File: src/rtl/gzla_pkg.sv
package gzla_pkg;

  localparam int CODE_W = 12;
  localparam int VAL_W  = CODE_W + 1;
  localparam int EXP_W  = 32;
  localparam int PROD_W = 2 * CODE_W;
  // remainder digits per pipeline stage
  localparam int STEPS  = 4;

  typedef enum logic [2:0] {
    OP_ADD    = 3'd0,
    OP_SUB    = 3'd1,
    OP_MUL    = 3'd2,
    OP_DIV    = 3'd3,
    OP_INV    = 3'd4,
    OP_NEG    = 3'd5,
    OP_POW    = 3'd6,
    OP_TBL_WR = 3'd7
  } op_e;

  typedef enum logic [1:0] {
    CFG_ORDER     = 2'd0,
    CFG_MINUS_ONE = 2'd1,
    CFG_CHAR_TWO  = 2'd2
  } cfg_idx_e;

  typedef enum logic [1:0] {
    KIND_DIRECT = 2'd0,
    KIND_ZECH   = 2'd1,
    KIND_POW    = 2'd2
  } kind_e;

  typedef struct packed {
    op_e                      req_type;
    logic [CODE_W-1:0]        operand_a;
    logic [CODE_W-1:0]        operand_b;
    logic signed [EXP_W-1:0]  exponent;
    logic [CODE_W-1:0]        table_index;
    logic [VAL_W-1:0]         table_value;
  } req_t;

  typedef struct packed {
    logic [CODE_W-1:0] result;
    logic              error;
  } rsp_t;

  typedef struct packed {
    op_e               op;
    logic [CODE_W-1:0] a;
    logic [CODE_W-1:0] b;
    logic [EXP_W-1:0]  mag;
    logic              a_nz;
    logic              b_nz;
    logic              neg;
    logic [CODE_W-1:0] tbl_idx;
    logic [VAL_W-1:0]  tbl_val;
  } s0_t;

  typedef struct packed {
    op_e               op;
    logic              a_nz;
    logic              b_nz;
    logic              neg;
    logic [CODE_W-1:0] tbl_idx;
    logic [VAL_W-1:0]  tbl_val;
  } side1_t;

  typedef struct packed {
    op_e               op;
    logic [CODE_W-1:0] a;
    logic [CODE_W-1:0] b;
    logic [CODE_W-1:0] m1;
    logic [CODE_W-1:0] emod;
    logic [CODE_W-1:0] tbl_idx;
    logic [VAL_W-1:0]  tbl_val;
  } s1_t;

  typedef struct packed {
    op_e               op;
    kind_e             kind;
    logic [CODE_W-1:0] a;
    logic [CODE_W-1:0] bb;
    logic [CODE_W-1:0] m1;
    logic [CODE_W-1:0] res;
    logic              err;
    logic [PROD_W-1:0] prod;
    logic [CODE_W-1:0] tbl_idx;
    logic [VAL_W-1:0]  tbl_val;
  } s2_t;

  typedef struct packed {
    kind_e             kind;
    logic [CODE_W-1:0] res;
    logic              err;
    logic [CODE_W-1:0] base;
    logic [PROD_W-1:0] prod;
  } s3_t;

  typedef struct packed {
    kind_e             kind;
    logic [CODE_W-1:0] res;
    logic              err;
    logic [CODE_W-1:0] base;
  } side4_t;

endpackage

File: src/rtl/gzla_delay.sv
module gzla_delay import gzla_pkg::*; #(
  parameter int WIDTH = 8,
  parameter int DEPTH = 4
) (
  input  logic             clk_i,
  input  logic             rst_ni,
  input  logic             en_i,
  input  logic [WIDTH-1:0] d_i,
  output logic [WIDTH-1:0] q_o
);

  logic [WIDTH-1:0] sh_q [DEPTH];

  always_ff @(posedge clk_i or negedge rst_ni) begin
    if (!rst_ni) begin
      for (int i = 0; i < DEPTH; i++) sh_q[i] <= '0;
    end else if (en_i) begin
      sh_q[0] <= d_i;
      for (int i = 1; i < DEPTH; i++) sh_q[i] <= sh_q[i-1];
    end
  end

  assign q_o = sh_q[DEPTH-1];

endmodule

File: config.mk
export PLATFORM = sky130hd
export DESIGN_NAME = gzla_delay
export DESIGN_NICKNAME = d
export VERILOG_FILES = /design/src/rtl/gzla_pkg.sv /design/src/rtl/gzla_delay.sv
export SDC_FILE = /design/constraint.sdc
export NUM_CORES = 1
export LEC_CHECK = 0
export BUFFER_PORTS_ARGS = -buffer_cell sky130_fd_sc_hd__buf_2
export CORE_MARGIN = 5
export CORE_UTILIZATION = 55
export CTS_BUF_LIST = sky130_fd_sc_hd__clkbuf_4 sky130_fd_sc_hd__clkbuf_8 sky130_fd_sc_hd__clkbuf_16
export DETAILED_ROUTE_END_ITERATION = 6
export PLACE_DENSITY = 0.77
export SLEW_MARGIN = 10
export SYNTH_ARGS = -nofsm -noshare
export SYNTH_HDL_FRONTEND = slang
export SYNTH_SLANG_ARGS = --single-unit
File: constraint.sdc
create_clock -name clk_i -period 1 [get_ports clk_i]
set_input_delay 0.1 -clock clk_i [delete_from_list [all_inputs] [get_ports clk_i]]
set_output_delay 0.1 -clock clk_i [all_outputs]
set_load 0.02 [all_outputs]
Yosys cells after proc, flatten, opt, wreduce, memory -nomap -nowiden
Cells that the tools add are included.
- register bits: 32
- bits in read-only memories: 0
- memories kept: 0
- bits in latches: 0
- bits in writable memories: 0
- output and inout bits: 8
- word-level logic and storage cells: 4
- $lt $le $gt $ge: 0
- reductions and logical operators: 0
- add/sub/neg operators: 0
- multipliers: 0
- multiplexer cells: 0
- bitwise operators: 0
- equal/unequal tests: 0
- shift operators: 0
- divide/modulo/power cells: 0

Depth between registers and ports, before layout
- word-level depth: 0
- mapped depth: 3

Worst setup path after synthesis
Ideal clock, no wire load.
- kind: input-to-reg
- from: input en_i
- to: register sh_q (netlist bit q_o[0])
- arrival: 642 ps
- stages on the path: 3
- data required time: 875 ps
- slack: 233 ps
- cells stage by stage: buf_6 -> buf_12 -> mux2_4
- RTL lines (what ; line ; RTL):
    start: declaration ; gzla_delay.sv:7 ; input logic en_i,
    end: declaration ; gzla_delay.sv:12 ; logic [WIDTH-1:0] sh_q [DEPTH];
No word-level cell between the ends.

Final worst setup path
- from: register sh_q (netlist bit q_o[5])
- to: output q_o[5]
- RTL lines (what ; line ; RTL):
    end: declaration ; gzla_delay.sv:9 ; output logic [WIDTH-1:0] q_o
No word-level cell between the ends.

==> results.txt <==
Pleak: 0.817 nW
startpoint of the worst hold path: d_i[5]
vias in the first global route: 703
PD cells: 1950 nW/um2
Worst-path clk slew: 0.10 ns
largest net degree at the start of global routing: 20
min Tclk post-route: 0.967 ns
filler cell count: 179
synthesized area: 1410 um2
sequential fraction of the synthesis area: 57.0%
first-pass GRT wire length: 3280 um
H-tree levels: 2
initial antenna violation count: 0
clock power share: 23.6%
syn nets: 87
synth warn: 0
FF+latch count, synth: 32
Avg WL per Cell: 14.8 um
grt total ovfl: 0
Max Fclk: 1030 MHz
Max Root-Sink Buffers: 2
peak supply drop: 1590 uV
Final #Nets: 112
Slew headroom: 77.6%
IO Pins: 19
final wirelength: 1960 um
total power draw: 3.18 mW
critical path's largest stage delay: 0.41 ns
Detail Route Antenna Nets: 0
Initial Util: 57.2%
max-cap violations: 0
kind of critical path: flop to primary output
Buf/Inv on CP: 1
Final Non-Filler Cells: 132
vias: 637
Post-Syn Instances: 76
CTS buffer count: 5
R2R Setup Slk: 0.09 ns
die height: 60.5 um
worst hold stages: 2
sw frac: 25.8%
die width: 60.5 um
Placed Instances: 115
share of layout cells above drive strength 1: 64.7%
vias per cell: 4.83
HPWL after detailed placement: 1300 um
actual slew at the worst max-slew pin: 0.336 ns
TritonCTS clock tree: done
status: completed
depth of the most critical reg-to-reg path: 2
Clk Latency, worst-skew pair: 0.31 ns
Clock Skew: 0.0112 ns
ant diodes: 0
Syn Area/Cell: 18.5 um2
Sink Count: 32
root buf cell: clkbuf_4
most common cell after layout, fill and taps aside: dfrtp_1
row count: 18
RSZ-0062 raised after global routing: yes
Most Crowded Layer GR: met2
CP delay by family, top: flip-flops
Fin. Hold Viols: 0
reg-to-reg startpoint: q_o[5]
Critical Path RT: 0.90 ns
core area: 2450 um2
DRC Markers: 0
drt initial violations: 3
critical path, cell by cell: buf_6
Area Growth Syn to Fin: 15.7%
met3 Track Usage GR: 4.04%
crit path launch type: flop
Worst Path Max Fanout: 2
Comb power frac: 24.5%
Die ar.: 3670 um2
First-pass DRT Iterations: 2
Worst Path Arrival: 0.87 ns
worst flop-to-flop path endpoint: q_o[5]
Slew Viols, Final: 0
most frequent cells in the layout: dfrtp_1 (32), mux2_4 (30), buf_2 (14)
Total Routing Usage GR: 12.6%
CP endpoint kind: primary output
WHS Endpoint: sh_q[29]
routing usage on met2: 18.7%
register share of total power: 51.9%
Port Buf Inserts: 18
sw power: 0.820 mW
hold_ws: 0.0114 ns
synth unique cells: 6
worst hold path class: input port to flop
final setup vio count: 0
Worst Slack Setup Final: 0.0334 ns
met1 usage: 17.0%
Int Power: 2.36 mW
Placer Congestion: 0.643
setup TNS: 0 ns
Critical-path top delay cell: dfrtp_1
Final period util: 96.7%
pre-CTS worst setup slack: 0.0941 ns
## worst max path at each step
stage | startpoint | end | slack (ns) | depth (start not counted)
2_1_floorplan | en_i | q_o[0] | 0.23 | 3
3_3_place_gp | en_i | sh_q[24] | 0.12 | 3
3_5_place_dp | en_i | sh_q[17] | 0.09 | 3
4_1_cts | q_o[4] | q_o[4] | 0.009 | 1
5_1_grt | q_o[0] | q_o[0] | -0.006 | 1
6_report | q_o[5] | q_o[5] | 0.03 | 1
## what timing repair did
| action | 4_1_cts | 5_1_grt |
|---|---|---|
| resized for setup | 0 | 8 |
| endpoints found under the hold margin | 32 | 3 |
| hold buffers | 1 | 3 |
| endpoints found under the setup margin | 0 | 7 |
| setup buffers | 0 | 5 |
## registers in the layout (all words and copies together), names as in the netlist
register  count
sh_q         24
q_o           8
## per-stage QoR
stage	instance area (um2)	utilization (%)
after detailed placement	1460	59.5
after floorplan	1410	-
after global placement	1460	59.5
final	1630	66.2
after global routing	1630	66.2
after CTS	1530	62.4
## layer usage
layer,wire length (um),share of wire [%],vias up
met5,0,0,-
met4,18,0.92,0
met3,117,6.0,4
met2,896,46,16
met1,924,47,314
li1,-,-,303
## Yosys cell counts
| cell | number | area, um2 |
|---|---|---|
| buf_4 | 8 | 60.1 |
| mux2_2 | 2 | 22.5 |
| buf_6 | 1 | 11.3 |
| dfrtp_1 | 32 | 801 |
| buf_12 | 3 | 60.1 |
| mux2_4 | 30 | 450 |
## cells by family (layout without fill, tap and decap cells)
logic type,after synthesis,in the layout,share of synthesized area [%]
multiplexers,32,32,33.7
flip-flops,32,32,57.0
buffers and inverters,12,38,9.35
## power by group through the flow
| stage | Clock, mW | Sequential [mW] | Combinational [mW] |
|---|---|---|---|
| floorplan | 0 | 1.63 | 0.619 |
| global placement | 0 | 1.66 | 0.639 |
| detailed placement | 0 | 1.67 | 0.653 |
| CTS | 0.766 | 1.65 | 0.660 |
| global route | 0.826 | 1.68 | 0.829 |
| finish | 0.749 | 1.65 | 0.777 |
## layout make-up
class	count	area [um2]	share of cell area [%]
well taps	30	37.5	2.31
clock inverters	2	10.0	0.616
clock buffers	6	51.3	3.16
repair buffers	30	253	15.6
multi-input cells	32	473	29.1
flip-flops and latches	32	801	49.3
No activity file was read; power rests on OpenSTA's default activity.
