===== config.mk =====
export PLATFORM = sky130hd
export DESIGN_NAME = gzla_rem_pipe
export DESIGN_NICKNAME = d
export VERILOG_FILES = /design/src/rtl/gzla_pkg.sv /design/src/rtl/gzla_rem_pipe.sv
export SDC_FILE = /design/constraint.sdc
export NUM_CORES = 1
export LEC_CHECK = 0
export BUFFER_PORTS_ARGS = -buffer_cell sky130_fd_sc_hd__buf_2
export CAP_MARGIN = 20
export CORE_MARGIN = 2
export CORE_UTILIZATION = 55
export DETAILED_ROUTE_END_ITERATION = 10
export PLACE_DENSITY = 0.72
export SLEW_MARGIN = 20
export SYNTH_ARGS = -nofsm -noshare
export SYNTH_HDL_FRONTEND = slang
export SYNTH_SLANG_ARGS = --single-unit

===== constraint.sdc =====
create_clock -name clk_i -period 19.7 [get_ports clk_i]
set_input_delay 3.94 -clock clk_i [delete_from_list [all_inputs] [get_ports clk_i]]
set_output_delay 3.94 -clock clk_i [all_outputs]
set_load 0.01 [all_outputs]

===== src/rtl/gzla_pkg.sv =====
package gzla_pkg;

  localparam int CODE_W = 12;
  localparam int VAL_W  = CODE_W + 1;
  localparam int EXP_W  = 32;
  localparam int PROD_W = 2 * CODE_W;
  // remainder digits per pipeline stage
  localparam int STEPS  = 4;

  typedef enum logic [2:0] {
    OP_ADD    = 3'd0,
    OP_SUB    = 3'd1,
    OP_MUL    = 3'd2,
    OP_DIV    = 3'd3,
    OP_INV    = 3'd4,
    OP_NEG    = 3'd5,
    OP_POW    = 3'd6,
    OP_TBL_WR = 3'd7
  } op_e;

  typedef enum logic [1:0] {
    CFG_ORDER     = 2'd0,
    CFG_MINUS_ONE = 2'd1,
    CFG_CHAR_TWO  = 2'd2
  } cfg_idx_e;

  typedef enum logic [1:0] {
    KIND_DIRECT = 2'd0,
    KIND_ZECH   = 2'd1,
    KIND_POW    = 2'd2
  } kind_e;

  typedef struct packed {
    op_e                      req_type;
    logic [CODE_W-1:0]        operand_a;
    logic [CODE_W-1:0]        operand_b;
    logic signed [EXP_W-1:0]  exponent;
    logic [CODE_W-1:0]        table_index;
    logic [VAL_W-1:0]         table_value;
  } req_t;

  typedef struct packed {
    logic [CODE_W-1:0] result;
    logic              error;
  } rsp_t;

  typedef struct packed {
    op_e               op;
    logic [CODE_W-1:0] a;
    logic [CODE_W-1:0] b;
    logic [EXP_W-1:0]  mag;
    logic              a_nz;
    logic              b_nz;
    logic              neg;
    logic [CODE_W-1:0] tbl_idx;
    logic [VAL_W-1:0]  tbl_val;
  } s0_t;

  typedef struct packed {
    op_e               op;
    logic              a_nz;
    logic              b_nz;
    logic              neg;
    logic [CODE_W-1:0] tbl_idx;
    logic [VAL_W-1:0]  tbl_val;
  } side1_t;

  typedef struct packed {
    op_e               op;
    logic [CODE_W-1:0] a;
    logic [CODE_W-1:0] b;
    logic [CODE_W-1:0] m1;
    logic [CODE_W-1:0] emod;
    logic [CODE_W-1:0] tbl_idx;
    logic [VAL_W-1:0]  tbl_val;
  } s1_t;

  typedef struct packed {
    op_e               op;
    kind_e             kind;
    logic [CODE_W-1:0] a;
    logic [CODE_W-1:0] bb;
    logic [CODE_W-1:0] m1;
    logic [CODE_W-1:0] res;
    logic              err;
    logic [PROD_W-1:0] prod;
    logic [CODE_W-1:0] tbl_idx;
    logic [VAL_W-1:0]  tbl_val;
  } s2_t;

  typedef struct packed {
    kind_e             kind;
    logic [CODE_W-1:0] res;
    logic              err;
    logic [CODE_W-1:0] base;
    logic [PROD_W-1:0] prod;
  } s3_t;

  typedef struct packed {
    kind_e             kind;
    logic [CODE_W-1:0] res;
    logic              err;
    logic [CODE_W-1:0] base;
  } side4_t;

endpackage


===== src/rtl/gzla_rem_pipe.sv =====
module gzla_rem_pipe import gzla_pkg::*; #(
  parameter int IN_W = 32
) (
  input  logic              clk_i,
  input  logic              en_i,
  input  logic [CODE_W-1:0] q1_i,
  input  logic [IN_W-1:0]   x_i,
  output logic [CODE_W-1:0] rem_o
);

  localparam int NSTG  = (IN_W + STEPS - 1) / STEPS;
  localparam int PAD_W = NSTG * STEPS;

  // restoring remainder, msb first, STEPS digits per stage
  function automatic logic [CODE_W-1:0] rem_steps(input logic [CODE_W-1:0] r_in,
                                                  input logic [STEPS-1:0]  bits,
                                                  input logic [CODE_W-1:0] q1);
    logic [CODE_W:0]   t;
    logic [CODE_W-1:0] r;
    r = r_in;
    for (int j = STEPS - 1; j >= 0; j--) begin
      t = {r, bits[j]};
      if (t >= {1'b0, q1}) t = t - {1'b0, q1};
      r = t[CODE_W-1:0];
    end
    return r;
  endfunction

  logic [PAD_W-1:0]  x_pad;
  logic [PAD_W-1:0]  x_q [NSTG-1];
  logic [CODE_W-1:0] r_q [NSTG];

  assign x_pad = PAD_W'(x_i);

  for (genvar s = 0; s < NSTG; s++) begin : g_stg
    if (s == 0) begin : g_first
      always_ff @(posedge clk_i) begin
        if (en_i) begin
          r_q[0] <= rem_steps('0, x_pad[PAD_W-1 -: STEPS], q1_i);
          x_q[0] <= x_pad;
        end
      end
    end else begin : g_next
      always_ff @(posedge clk_i) begin
        if (en_i) begin
          r_q[s] <= rem_steps(r_q[s-1], x_q[s-1][PAD_W-1-s*STEPS -: STEPS], q1_i);
        end
      end
      if (s < NSTG - 1) begin : g_carry
        always_ff @(posedge clk_i) begin
          if (en_i) x_q[s] <= x_q[s-1];
        end
      end
    end
  end

  assign rem_o = r_q[NSTG-1];

endmodule


After elaboration in Yosys (flattened, before gate mapping)
Memory sizes are Yosys's and may differ from the RTL's. Cells that the tools add are included.

Bits in registers: 0. Bits in writable memories: 320. Input port bits: 46. Output and inout port bits: 12. Logic and storage cells: 132. Memories kept: 2.

Memory list: x_q (words 7, bits a word 32, rd ports 7, clocked after Yosys merged registers in 0, wr ports 7, RTL line gzla_rem_pipe.sv:30) `logic [PAD_W-1:0] x_q [NSTG-1];`; r_q (words 8, bits a word 12, rd ports 8, clocked after Yosys merged registers in 0, wr ports 8, RTL line gzla_rem_pipe.sv:31) `logic [CODE_W-1:0] r_q [NSTG];`.

$add $sub $neg: 32. Order comparisons: 32. Multiplexer cells: 66.

Operators by type and width (number): 12-bit 2-to-1 mux (64); 13-bit by 12-bit greater-or-equal comparator with 1-bit output (31); 12-bit subtractor (31); 1-bit by 12-bit greater-or-equal comparator with 1-bit output (1); 1-bit by 12-bit subtractor with 12-bit output (1); 1-bit 2-to-1 mux (2).

Logic depth before layout (Yosys ltp)
An unclocked memory read counts as a cell.

Depth after elaboration: 13. Depth in mapped cells: 49.

Least setup slack after synthesis
Ideal clock, no wire load.

Kind: input -> register. Start point: input q1_i[1]. End point: memory r_q[3][3] (netlist: r_q[0][39]) (data pin). Setup time: 261 ps. Arrival time: 14551 ps. Path slack: 4888 ps. Stages on the path: 48. Cell sequence: inv_1 -> ha_1 -> nor2b_1 -> o21ai_0 -> a21oi_1 -> o21ai_1 -> a22o_1 -> clkbuf_1 -> clkbuf_1 -> nor2_1 -> a21oi_1 -> inv_1 -> ha_1 -> nor2b_1 -> o31a_1 -> o21ai_0 -> o221ai_1 -> o221a_2 -> (+12 left out) -> a211oi_1 -> nand4_1 -> o21a_1 -> buf_2 -> buf_1 -> a21oi_1 -> ha_1 -> nor2b_1 -> o211ai_1 -> a32oi_1 -> a211oi_1 -> o21ai_0 -> a31oi_1 -> and2_1 -> o211ai_1 -> and2_1 -> buf_2 -> a221o_1.

RTL lines: start, declared (RTL line gzla_rem_pipe.sv:6) `input logic [CODE_W-1:0] q1_i,`; end, declared (RTL line gzla_rem_pipe.sv:31).

==> metrics.md <==
| Metric | Value |
|---|---|
| CP endpoint kind | flop |
| H-Tree Depth | 1 |
| Peak Freq | about 65 MHz |
| Routed len/inst | between 15 and 20 um |
| Post_cts resized | 0 |
| ANT cells | 0 |
| Core ar. | 0.0479 mm2 |
| Post-cts hold buffer count | 0 |
| Max-Cap Viols | 0 |
| WP data required | 20.02 ns |
| Largest net degree at the start of global routing | between 90 and 100 |
| 1st-pass router iterations | 5 |
| Synth Cell Area | roughly 0.027 mm2 |
| WL final | just under 70000 um |
| Initial antenna violation count | 0 |
| Synth Instances | between 2000 and 3000 |
| Ys flop type | edfxtp_1 |
| Post-DR vias/cell | between 6 and 7 |
| Worst Hold Class | flop to flop |
| Distinct cells, synth | 96 |
| Number of fill cells | between 4000 and 5000 |
| Clock slew at reported path FFs | roughly 0.070 ns |
| R2R Setup Slk | about 8.5 ns |
| Starting Density | 0.560 |
| Post-synthesis async set-or-reset flop share | 0 |
| Clock Latency Late Sink | roughly 0.57 ns |
| Avg Cell Area, Syn | approximately 9.1 um2 |
| GP Congestion | just over 0.9 |
| Fin area | 0.0287 mm2 |
| Critical Path Start Type | primary input |
| Area after DPL | roughly 0.028 mm2 |
| Num ports | 58 |
| GRT overflow | 0 |
| DR iter-0 viols | 1715 |
| Final core utilization | 0.599 |
| Global-route total usage across every layer | 0.266 |
| Synth Area in Compound Gates | 0.202 |
| Largest family of logic cells by synthesized area | compound AO/OA/AOI/OAI gates |
| CTS max path bufs | 3 |
| Post-CTS setup buffer count | 0 |
| Post-synth EDFFs | ~210 |
| Mux cell area share after synthesis | 0.103 |
| Syn_nets | 3413 |
| Layout area overhead | 6.92% |
| Simple logic cell fraction of the synthesized area | 0.147 |
| # rows | 80 |
| Crit path kind | primary input to flop |
| Synth Area in Adders | 0.197 |
| Fin worst setup slack | roughly 4.2 ns |
| DIE HEIGHT | 225 um |
| Setup_tns | 0 ns |
| Crit-path slowest cell | inv_2 |
| Status | finished, final reports clean |
| HPWL after detailed placement | about 51000 um |
| Max layer used | met4 |
| Worst path arrival time | around 16 ns |
| CTS Sinks | roughly 210 |
| Max FO, Critical Path | 27 |
| Root buf cell | clkbuf_16 |
| Xor/xnor cell area share of the yosys netlist | 0.0802 |
| Fin crit period | around 15 ns |
| Routed met3 length | around 3500 um |
| CTS Buf Count | 26 |
| Pre-CTS setup slack | about 3.8 ns |
| Antenna-violating nets left | 0 |
| # port buffers | 57 |
| RSZ-0062 raised after global routing | false |
| Yosys warnings | 0 |
| Met2 routed WL | roughly 31000 um |
| Via count | roughly 23000 |
| Final net count | 3470 |
| First-pass GRT wire length | 111000 um |
| Final Hold Fails | 0 |
| Max-slew violation count | 0 |
| Final Cycle Share | 0.785 |
| Number of global-route vias before repair | 22277 |
| Clock skew | ~0.016 ns |
| Die width | between 200 and 250 um |
| Share of cells above drive strength 1 | 0.129 |
| CTS tree | yes |
| DRC viols | 0 |
| Slowest stage delay, CP | a little over 0.6 ns |
| Post-synthesis sequential area ratio | 0.233 |
| Die area | a little over 0.05 mm2 |
| Setup violators final | 0 |
| Seq cells post-synth | around 210 |
| Transition time at the pin with the least slew margin | 1.01 ns |
| Met1 wire length | 31000 um |
| Relative slew margins | 0.323 |
==> cell type report <==
class | count | area (um2) | share of cell area
multi-input cells | 2517 | 19600 | 0.683
flip-flops and latches | 208 | 6250 | 0.218
well taps | 615 | 769 | 0.0268
clock buffers | 29 | 683 | 0.0238
inverters | 179 | 672 | 0.0234
repair buffers | 87 | 520 | 0.0181
clock inverters | 19 | 201 | 0.00702
==> layout by cell type (no fill, tap or decap), types with 72 or more instances in the layout <==
| cell | instances |
|---|---|
| xor2_1 | 72 |
| inv_1 | 168 |
| edfxtp_1 | 208 |
| xnor2_1 | 174 |
| nor3_1 | 72 |
| o21ai_0 | 172 |
| ha_1 | 374 |
| nand2_1 | 188 |
| a21oi_1 | 231 |
| a21o_1 | 92 |
| nor2_1 | 206 |
| mux2_2 | 186 |
==> worst max-delay path: cells and delay by family <==
| kind | cells | cell delay, ns |
|---|---|---|
| compound gates | 23 | 6.33 |
| buf+inv | 7 | 1.94 |
| simple gates | 8 | 1.50 |
| fa+ha+maj | 4 | 1.23 |
| mux | 2 | 0.77 |
==> per-stage QoR <==
step,hold slack [ns],cells
3_5_place_dp,0.405,3606
5_1_grt,0.419,3654
2_1_floorplan,0.400,2962
3_3_place_gp,0.400,3606
6_report,0.419,3654
4_1_cts,0.418,3654
==> final timing paths <==
kind | cells past startpoint | endpoint | startpoint
min reg2reg | 0 | x_q[3][1]$_DFFE_PP_ | x_q[2][1]$_DFFE_PP_
min | 0 | x_q[3][1]$_DFFE_PP_ | x_q[2][1]$_DFFE_PP_
max | 44 | r_q[0][42]$_DFFE_PP_ | q1_i[1]
max reg2reg | 39 | r_q[0][42]$_DFFE_PP_ | r_q[0][33]$_DFFE_PP_
==> layer usage <==
layer,up-vias,track usage
met5,-,0
li1,11258,-
met2,613,0.445
met1,10828,0.356
met4,0,0.0889
met3,162,0.0348
==> cell families after synthesis <==
group,Yosys count
AO/OA/AOI/OAI,823
AND/OR/NAND/NOR,796
adder cells (fa/ha/maj),405
multiplexers,247
XOR/XNOR,246
buffers and inverters,237
flip-flops,208
==> Yosys cell counts, drive strengths merged, types with 66 or more instances <==
master | number | share of area
edfxtp | 208 | 0.23
a21o | 92 | 0.026
ha | 374 | 0.17
o21ai | 175 | 0.033
xnor2 | 174 | 0.057
nand2 | 188 | 0.026
mux2 | 200 | 0.085
inv | 179 | 0.025
nor2b | 66 | 0.016
nor2 | 207 | 0.029
xor2 | 72 | 0.023
nor3 | 73 | 0.014
nand3 | 66 | 0.012
a21oi | 234 | 0.044
==> flip-flops by register name (all words and copies together) (netlist names) <==
signal  flops
x_q       112
r_q        96
Power is left out: the tool's default activity adds up to more than one toggle a clock period on the data nets, which glitch-free logic cannot reach.
